[config.mk]
export PLATFORM = sky130hd
export DESIGN_NAME = first_fit_partition_allocator_unit
export DESIGN_NICKNAME = d
export VERILOG_FILES = /design/src/hdl/ffpa_pkg.sv /design/src/hdl/ffpa_ram.sv /design/src/hdl/ffpa_ctrl.sv /design/src/hdl/first_fit_partition_allocator_unit.sv
export VERILOG_INCLUDE_DIRS = /design/src /design/src/hdl
export SDC_FILE = /design/constraint.sdc
export NUM_CORES = 1
export LEC_CHECK = 0
export BUFFER_PORTS_ARGS = -buffer_cell sky130_fd_sc_hd__buf_2
export CORE_MARGIN = 1
export CORE_UTILIZATION = 41
export DETAILED_ROUTE_END_ITERATION = 8
export GPL_TIMING_DRIVEN = 0
export PLACE_DENSITY = 0.6
export SLEW_MARGIN = 20
export SYNTH_ARGS = -nofsm -noshare
export SYNTH_HDL_FRONTEND = slang
export SYNTH_SLANG_ARGS = --single-unit
[constraint.sdc]
create_clock -name i_clk -period 5.37 [get_ports i_clk]
set_input_delay 0.8055 -clock i_clk [delete_from_list [all_inputs] [get_ports i_clk]]
set_output_delay 0.8055 -clock i_clk [all_outputs]
set_load 0.01 [all_outputs]
[src/hdl/first_fit_partition_allocator_unit_macros.svh]
// assertion macros shared by the allocator rtl
// no dependencies; included by the modules that carry assertions
`ifndef FIRST_FIT_PARTITION_ALLOCATOR_UNIT_MACROS_SVH
`define FIRST_FIT_PARTITION_ALLOCATOR_UNIT_MACROS_SVH

// same-cycle implication, checked outside reset
`define FFPA_ASSERT_IMP(label, clk, rst_n, ante, cons) \
    label: assert property (@(posedge clk) disable iff (!rst_n) (ante) |-> (cons)) \
        else $error("allocator assertion failed");

// next-cycle implication, checked outside reset
`define FFPA_ASSERT_NXT(label, clk, rst_n, ante, cons) \
    label: assert property (@(posedge clk) disable iff (!rst_n) (ante) |=> (cons)) \
        else $error("allocator assertion failed");

`endif

[src/hdl/ffpa_pkg.sv]
// shared types, constants and codes of the first-fit partition allocator
// no dependencies; imported by ffpa_ctrl and the allocator top
package ffpa_pkg;

    // table geometry
    localparam int SLOTS      = 8;
    localparam int ADDR_BITS  = 24;
    localparam int SLOT_IDX_W = $clog2(SLOTS);

    // fixed field widths
    localparam int SIZE_W     = 10;
    localparam int SLOT_W     = 3;
    localparam int IN_ADDR_W  = 24;
    localparam int OUT_ADDR_W = 24;
    localparam int STATUS_W   = 2;
    localparam int KB_SHIFT   = 10;

    // stream word layout
    localparam int IN_SLOT_LO   = 0;
    localparam int IN_ADDR_LO   = IN_SLOT_LO + SLOT_W;
    localparam int IN_SIZE_LO   = IN_ADDR_LO + IN_ADDR_W;
    localparam int IN_USED_W    = IN_SIZE_LO + SIZE_W;
    localparam int IN_TDATA_W   = ((IN_USED_W + 7) / 8) * 8;
    localparam int OUT_USED_W   = OUT_ADDR_W + SLOT_W;
    localparam int OUT_TDATA_W  = ((OUT_USED_W + 7) / 8) * 8;
    localparam int OUT_PAD_W    = OUT_TDATA_W - OUT_USED_W;

    // operation codes
    localparam logic OP_LOAD  = 1'b0;
    localparam logic OP_ALLOC = 1'b1;

    // status codes
    localparam logic [STATUS_W-1:0] ST_ALLOCATED = 2'd0;
    localparam logic [STATUS_W-1:0] ST_NO_SPACE  = 2'd1;
    localparam logic [STATUS_W-1:0] ST_LOADED    = 2'd2;

    typedef logic [ADDR_BITS-1:0]  t_addr;
    typedef logic [SIZE_W-1:0]     t_size;
    typedef logic [SLOT_IDX_W-1:0] t_idx;

    // one incoming word, unpacked
    typedef struct packed {
        logic                 op;
        logic [SLOT_W-1:0]    slot;
        logic [IN_ADDR_W-1:0] start_address;
        t_size                size_kb;
    } t_item;

    // one result word
    typedef struct packed {
        logic [STATUS_W-1:0]   status;
        logic [OUT_ADDR_W-1:0] granted_address;
        logic [SLOT_W-1:0]     granted_slot;
    } t_result;

    // one slot of the partition table
    typedef struct packed {
        t_addr start;
        t_size size;
    } t_entry;

endpackage

[src/hdl/ffpa_ram.sv]
// generic simple dual-port ram: one write port, one registered read port
// no dependencies
module ffpa_ram #(
    parameter int WIDTH = 8,
    parameter int DEPTH = 8
) (
    input  logic                     i_clk,
    input  logic                     i_we,
    input  logic [$clog2(DEPTH)-1:0] i_waddr,
    input  logic [WIDTH-1:0]         i_wdata,
    input  logic                     i_re,
    input  logic [$clog2(DEPTH)-1:0] i_raddr,
    output logic [WIDTH-1:0]         o_rdata
);

    logic [WIDTH-1:0] r_mem [DEPTH];
    logic [WIDTH-1:0] r_rdata;

    // write port
    always_ff @(posedge i_clk) begin
        if (i_we) begin
            r_mem[i_waddr] <= i_wdata;
        end
    end

    // registered read port, old data on a same-address collision
    always_ff @(posedge i_clk) begin
        if (i_re) begin
            r_rdata <= r_mem[i_raddr];
        end
    end

    assign o_rdata = r_rdata;

endmodule

[src/hdl/ffpa_ctrl.sv]
// allocator sequencer: loads slots and runs the first-fit scan over the table ram
// depends on ffpa_pkg, ffpa_ram and the assertion macro header
`include "first_fit_partition_allocator_unit_macros.svh"

module ffpa_ctrl import ffpa_pkg::*; (
    input  logic    i_clk,
    input  logic    i_rst_n,
    input  logic    i_in_valid,
    input  t_item   i_in_item,
    output logic    o_in_ready,
    output logic    o_res_valid,
    output t_result o_res,
    input  logic    i_res_ready
);

    typedef enum logic [2:0] {
        S_IDLE = 3'b001,
        S_SCAN = 3'b010,
        S_DONE = 3'b100
    } t_state;

    localparam t_idx LAST_IDX = SLOT_IDX_W'(SLOTS - 1);

    t_state             r_state, n_state;
    t_idx               r_idx, n_idx;
    t_size              r_req, n_req;
    t_result            r_res, n_res;
    logic [SLOTS-1:0]   r_valid, n_valid;

    logic               ram_we;
    t_idx               ram_waddr;
    t_entry             ram_wdata;
    logic               ram_re;
    t_idx               ram_raddr;
    t_entry             ram_rdata;

    logic               in_acc;
    t_size              eff_size;
    logic               fit;
    t_addr              adv_start;

    // partition table: start address and size of each slot
    ffpa_ram #(
        .WIDTH ($bits(t_entry)),
        .DEPTH (SLOTS)
    ) u_table (
        .i_clk   (i_clk),
        .i_we    (ram_we),
        .i_waddr (ram_waddr),
        .i_wdata (ram_wdata),
        .i_re    (ram_re),
        .i_raddr (ram_raddr),
        .o_rdata (ram_rdata)
    );

    assign in_acc = i_in_valid && o_in_ready;

    // slot under test; a never-loaded slot reads as empty
    assign eff_size  = r_valid[r_idx] ? ram_rdata.size : '0;
    assign fit       = (eff_size != '0) && (eff_size >= r_req);
    assign adv_start = ram_rdata.start + ADDR_BITS'({r_req, {KB_SHIFT{1'b0}}});

    // sequencer
    always_comb begin
        n_state   = r_state;
        n_idx     = r_idx;
        n_req     = r_req;
        n_res     = r_res;
        n_valid   = r_valid;
        ram_we    = 1'b0;
        ram_waddr = r_idx;
        ram_wdata = '0;
        ram_re    = 1'b0;
        ram_raddr = '0;
        unique case (r_state)
            S_IDLE: begin
                if (in_acc) begin
                    n_req = i_in_item.size_kb;
                    n_idx = '0;
                    if (i_in_item.op == OP_LOAD) begin
                        // out-of-range slot leaves the table alone
                        if (int'(i_in_item.slot) < SLOTS) begin
                            ram_we                = 1'b1;
                            ram_waddr             = SLOT_IDX_W'(i_in_item.slot);
                            ram_wdata.start       = ADDR_BITS'(i_in_item.start_address);
                            ram_wdata.size        = i_in_item.size_kb;
                            n_valid[ram_waddr]    = 1'b1;
                        end
                        n_res   = '{status: ST_LOADED, granted_address: '0, granted_slot: '0};
                        n_state = S_DONE;
                    end else if (i_in_item.size_kb == '0) begin
                        n_res   = '{status: ST_NO_SPACE, granted_address: '0, granted_slot: '0};
                        n_state = S_DONE;
                    end else begin
                        ram_re    = 1'b1;
                        ram_raddr = '0;
                        n_state   = S_SCAN;
                    end
                end
            end
            S_SCAN: begin
                if (fit) begin
                    // carve the request off the front of this slot
                    ram_we          = 1'b1;
                    ram_waddr       = r_idx;
                    ram_wdata.start = adv_start;
                    ram_wdata.size  = eff_size - r_req;
                    n_res.status          = ST_ALLOCATED;
                    n_res.granted_address = OUT_ADDR_W'(ram_rdata.start);
                    n_res.granted_slot    = SLOT_W'(r_idx);
                    n_state = S_DONE;
                end else if (r_idx == LAST_IDX) begin
                    n_res   = '{status: ST_NO_SPACE, granted_address: '0, granted_slot: '0};
                    n_state = S_DONE;
                end else begin
                    ram_re    = 1'b1;
                    ram_raddr = r_idx + 1'b1;
                    n_idx     = r_idx + 1'b1;
                end
            end
            S_DONE: begin
                if (i_res_ready) begin
                    n_state = S_IDLE;
                end
            end
            default: begin
                n_state = S_IDLE;
            end
        endcase
    end

    // control state
    always_ff @(posedge i_clk) begin
        if (!i_rst_n) begin
            r_state <= S_IDLE;
            r_valid <= '0;
        end else begin
            r_state <= n_state;
            r_valid <= n_valid;
        end
    end

    // working registers
    always_ff @(posedge i_clk) begin
        r_idx <= n_idx;
        r_req <= n_req;
        r_res <= n_res;
    end

    assign o_in_ready  = (r_state == S_IDLE);
    assign o_res_valid = (r_state == S_DONE);
    assign o_res       = r_res;

    // a table write never collides with a table read
    `FFPA_ASSERT_IMP(a_no_rw_overlap, i_clk, i_rst_n, ram_we, !ram_re)
    // a write during the scan always closes the item
    `FFPA_ASSERT_NXT(a_scan_write_ends, i_clk, i_rst_n, ram_we && (r_state == S_SCAN),
        r_state == S_DONE)
    // an accepted word leaves the idle state
    `FFPA_ASSERT_NXT(a_accept_busy, i_clk, i_rst_n, in_acc, r_state != S_IDLE)
    // a granted slot was loaded at some point
    `FFPA_ASSERT_IMP(a_grant_loaded, i_clk, i_rst_n, (r_state == S_SCAN) && fit, r_valid[r_idx])

endmodule

[src/hdl/first_fit_partition_allocator_unit.sv]
// First-fit partition allocator. A load word (tuser 0) writes one slot of the free-partition
// table with a byte start address and a size in KB; a size of zero empties the slot. An
// allocate word (tuser 1) walks the slots from 0 up and takes the first one whose size is at
// least the request, answering with its start address and slot and then moving that start up
// by request*1024 bytes. A zero request or no fitting slot answers no space. Exactly one result
// word leaves per input word. A load or a zero request goes straight to the done state; an
// allocation scans the slots in the scan state, the table ram reading one slot per cycle,
// until a slot fits or the last slot is read. A new input word is taken only in the idle
// state, once the result has passed on to the output register, and a stalled output holds
// the block in the done state. Slot flags cleared by reset make every slot empty, so no
// clearing pass is needed. The result sits in an output register, so a new word is taken
// while the last result still waits.
// depends on ffpa_pkg and ffpa_ctrl
module first_fit_partition_allocator_unit import ffpa_pkg::*; (
    input  logic                   i_clk,
    input  logic                   i_rst_n,
    input  logic                   s_axis_tvalid,
    output logic                   s_axis_tready,
    // slot[2:0], start_address[26:3], size_kb[36:27], zero pad
    input  logic [IN_TDATA_W-1:0]  s_axis_tdata,
    // op[0]
    input  logic                   s_axis_tuser,
    output logic                   m_axis_tvalid,
    input  logic                   m_axis_tready,
    // granted_address[23:0], granted_slot[26:24], zero pad
    output logic [OUT_TDATA_W-1:0] m_axis_tdata,
    // status[1:0]
    output logic [STATUS_W-1:0]    m_axis_tuser
);

    t_item   in_item;
    logic    res_valid;
    logic    res_ready;
    t_result res;
    logic    r_out_valid;
    t_result r_out;

    // unpack the input word
    assign in_item.op            = s_axis_tuser;
    assign in_item.slot          = s_axis_tdata[IN_SLOT_LO +: SLOT_W];
    assign in_item.start_address = s_axis_tdata[IN_ADDR_LO +: IN_ADDR_W];
    assign in_item.size_kb       = s_axis_tdata[IN_SIZE_LO +: SIZE_W];

    ffpa_ctrl u_ctrl (
        .i_clk       (i_clk),
        .i_rst_n     (i_rst_n),
        .i_in_valid  (s_axis_tvalid),
        .i_in_item   (in_item),
        .o_in_ready  (s_axis_tready),
        .o_res_valid (res_valid),
        .o_res       (res),
        .i_res_ready (res_ready)
    );

    // output register
    assign res_ready = !r_out_valid || m_axis_tready;

    always_ff @(posedge i_clk) begin
        if (!i_rst_n) begin
            r_out_valid <= 1'b0;
        end else if (res_ready) begin
            r_out_valid <= res_valid;
        end
    end

    always_ff @(posedge i_clk) begin
        if (res_ready && res_valid) begin
            r_out <= res;
        end
    end

    assign m_axis_tvalid = r_out_valid;
    assign m_axis_tdata  = {{OUT_PAD_W{1'b0}}, r_out.granted_slot, r_out.granted_address};
    assign m_axis_tuser  = r_out.status;

endmodule

==> impl_metrics.py <==
metrics = {
    "run_status": {
        "status": "finished clean",
    },
    "clock_tree": {
        "htree_levels": 2,
        "numClockSinks": 389,
        "numCtsBuffers": 41,
        "clkTransAtPathRegs_ns": 0.06,
        "ctsRootBufferMaster": "clkbuf_16",
        "cts_tree": "built",
        "postCtsHoldBufs": 0,
        "insertion_delay_ns": 0.55,
        "clockBufferDepth": 3,
    },
    "run": {
        "cap_violations": 0,
    },
    "grt": {
        "grt_pass1_vias": 9511,
        "grt_max_degree": 26,
        "grt-ovfl-total": 0,
        "grt_pass1_wl_um": 60510,
        "grt.total_usage_pct": 21.08,
        "antenna_found_initial": 1,
    },
    "power": {
        "pwr-share-clk_pct": 42.1,
        "p_switching_w": 0.001448,
        "netSwitchingFraction_pct": 22.17,
        "combPwrFrac_pct": 5.5,
        "power_density_nw_per_um2": 343.7,
        "peakVddDrop_mv": 0.1993,
        "pwr-share-seq_pct": 52.4,
        "leakage_nw": 6.711,
        "p_int_w": 0.005084,
    },
    "setup_path": {
        "cp.arrival_ns": 5.47,
        "critPathMaxFanout": 15,
        "slowest_delay_ns": 0.60,
        "crit_chain": "buf_6 -> mux4_1 -> mux2i_4 -> clkbuf_4 -> nand2b_1 -> ha_1 -> inv_1 -> fa_1 -> nand3_1 -> nand2_1 -> o21a_1 -> o41a_2 -> buf_6 -> clkbuf_2 -> and3_1 -> a21oi_4 -> nor2_4 -> buf_16 -> buf_16",
        "end_kind": "flop",
        "cp_num_buf_inv": 7,
        "critPathSlowestCell": "mux4_1",
        "required_ns": 5.67,
        "cp-start-kind": "flop",
        "path_delay_family": "buffers and inverters",
        "critPathKind": "reg2reg",
    },
    "detailed_routing": {
        "wl_um": 41240,
        "first_iter_violations": 762,
        "vias": 9584,
        "postRouteAntennaNets": 0,
        "dr.pass1.iters": 6,
        "viasPerCell": 5.537,
        "remaining_drc_errors": 0,
        "post_drt_wl_per_cell_um": 23.82,
    },
    "place": {
        "hpwl_um": 27880,
        "port_buffers": 72,
        "gp_congestion": 0.8909,
    },
    "sta": {
        "fin_crit_sh_pct": 96.38,
        "fin_setup_tns_ns": 0,
        "hold_ws_ns": 0.4167,
        "fin_worst_skew_ns": 0.01370,
        "finalCriticalPeriod_ns": 5.176,
        "maxSlewViolCount": 0,
        "fmax_ghz": 0.1932,
        "hold_viol": 0,
        "slew_headroom_pct": 30.92,
        "worst_slew_pin_slew_ns": 1.036,
        "finalSetupViolCount": 0,
    },
    "yosys": {
        "synthMuxAreaShare_pct": 2.655,
        "synth-edff-count": 377,
        "synthFlopType": "edfxtp_1",
        "ys_ff_latch": 389,
        "synth.top_cell.area_share_pct": 70.43,
        "synth_compound_area_share_pct": 12.05,
        "async_flop_share_pct": 0,
        "avgSynthCellArea_um2": 15.43,
        "yosysUniqueCellTypes": 66,
        "synth-simple-area-share_pct": 7.590,
        "netlist_instances": 1042,
        "synth_top_area_cell": "edfxtp_1",
        "syn_area_um2": 16070,
        "yosysSeqAreaShare_pct": 71.93,
        "synth_area_leaders": "edfxtp_1 70%, a2111o_1 2.2%, mux2i_1 2.1%",
        "synth_xor_area_share_pct": 1.090,
        "synth_adder_area_share_pct": 1.962,
        "ys.warnings.count": 0,
        "synth_top_family_by_area": "compound AO/OA/AOI/OAI gates",
    },
    "cells_and_area": {
        "synthToLayoutAreaGrowth_pct": 18.23,
        "regArea_um2": 11560,
        "diodes": 0,
        "final_core_util_pct": 49.17,
        "drive_gt1_share_pct": 17.72,
        "multi_input_area_um2": 4207,
        "n_fill_cell": 3242,
        "nets": 1249,
    },
    "floorplan": {
        "ioPinCount": 81,
        "die_w_um": 200.0,
        "die_area_um2": 40000,
        "rows": 72,
        "core_area_um2": 38650,
        "initial_core_util_pct": 41.59,
        "fp.dieH_um": 200.0,
    },
    "hold_path": {
        "hold_class": "reg2reg",
    },
}
## final cells by class
type | instances | share of cell area, %
Sequential cell | 389 | 60.84
Clock buffer | 45 | 5.531
Inverter | 21 | 0.4148
Tap cell | 518 | 3.411
Multi-Input combinational cell | 571 | 22.14
Timing Repair Buffer | 91 | 4.464
Clock inverter | 31 | 1.304
Buffer | 65 | 1.903
## sequential cells by signal, summed over array words and instances, names as in the netlist
register,flops
m_axis_tdata,27
u_ctrl.u_table.r_mem,272
m_axis_tvalid,1
u_ctrl.u_table.o_rdata,34
u_ctrl.r_valid,8
u_ctrl.o_res,29
u_ctrl.r_idx,3
u_ctrl.r_state,3
m_axis_tuser,2
u_ctrl.r_req,10
## cell usage in the layout (no fill, tap or decap), types with 11 or more instances in the layout
master	n
o21ai_0	33
buf_16	16
ha_1	22
dfxtp_1	12
clkinv_1	11
a21oi_1	48
nand2_1	44
buf_2	83
a2111o_1	31
xor2_1	11
o21a_1	11
inv_1	20
o21ai_1	22
nor2b_1	11
o311a_1	30
nand2b_1	35
and3_1	28
clkinv_2	12
mux2i_1	33
nor2_1	24
nand3_1	37
a21o_1	12
clkbuf_16	41
clkbuf_1	37
edfxtp_1	377
o2bb2ai_1	30
nor3_1	13
## path summary, 6_finish.rpt
kind                    start                         end  slack [ns]  cells after the start
max reg2reg   u_ctrl.r_idx[1]  u_ctrl.u_table.r_mem[6][8]        0.19                     19
min reg2reg  u_ctrl.o_res[23]            m_axis_tdata[20]        0.42                      0
min          u_ctrl.o_res[23]            m_axis_tdata[20]        0.42                      0
max           u_ctrl.r_idx[1]  u_ctrl.u_table.r_mem[6][8]        0.19                     19
## power by group through the flow
stage	combinational, W	sequential (W)	clock [W]
6_report	0.000359	0.00342	0.00275
2_1_floorplan	0.000208	0.00347	0
3_3_place_gp	0.000320	0.00349	0
3_5_place_dp	0.000356	0.00348	0
5_1_grt	0.000392	0.00342	0.00291
4_1_cts	0.000360	0.00342	0.00279
## cell families (layout without fill, tap and decap cells)
logic type,count (synthesis),count (layout)
AO/OA/AOI/OAI,257,257
XOR/XNOR,20,20
adder cells (fa/ha/maj),24,24
buffers and inverters,86,253
flip-flops,389,389
multiplexers,39,39
other,1,5
AND/OR/NAND/NOR,226,226
## metal layers
metal  vias to the layer above  share of wire [%]  track usage (%)
met5                         -                  0                0
met4                         0                3.0            7.747
met3                        63                6.7            3.864
met2                       349                 47            33.96
met1                      4784                 43            28.55
li1                       4388                  -                -
## cells in the mapped netlist (3+ instances only)
master and instances:
buf_2 11, o211ai_1 4, nand3_1 37, nor2b_1 12, a21o_1 12, mux2_2 3, mux2i_1 34, o2bb2ai_1 30
nor3_1 13, xor2_1 11, o21ai_1 22, nand2_1 44, ha_1 22, or3_1 3, or4_1 3, nor3b_1 3
nand2b_1 35, buf_4 6, dfxtp_1 12, a2111o_1 31, a31oi_1 5, nor2_1 34, buf_6 9, o311a_1 30
edfxtp_1 377, a21oi_1 49, a22o_1 8, o21a_1 11, and3_1 28, clkbuf_1 37, o21ai_0 34, inv_1 20
xnor2_1 9
## what timing repair did
action                                  4_1_cts  5_1_grt
pin swaps                                     0        0
gates resized for setup                       4        8
cloned                                        0        0
endpoints found under the setup margin      261      253
buffers inserted                              0        1
## metrics by stage
| step | worst slack [ns] | std cells | total power (W) | cell area (µm²) |
|---|---|---|---|---|
| floorplan | 0.3287 | 1046 | 0.003680 | 16090 |
| global placement | -2.403 | 1636 | 0.003811 | 17100 |
| detailed placement | -0.5558 | 1654 | 0.003841 | 17660 |
| CTS | 0.01109 | 1730 | 0.006570 | 18980 |
| global route | -0.01625 | 1731 | 0.006721 | 19000 |
| finish | 0.1945 | 1731 | 0.006532 | 19000 |
Note: power is estimated with default switching activity, not from simulation.
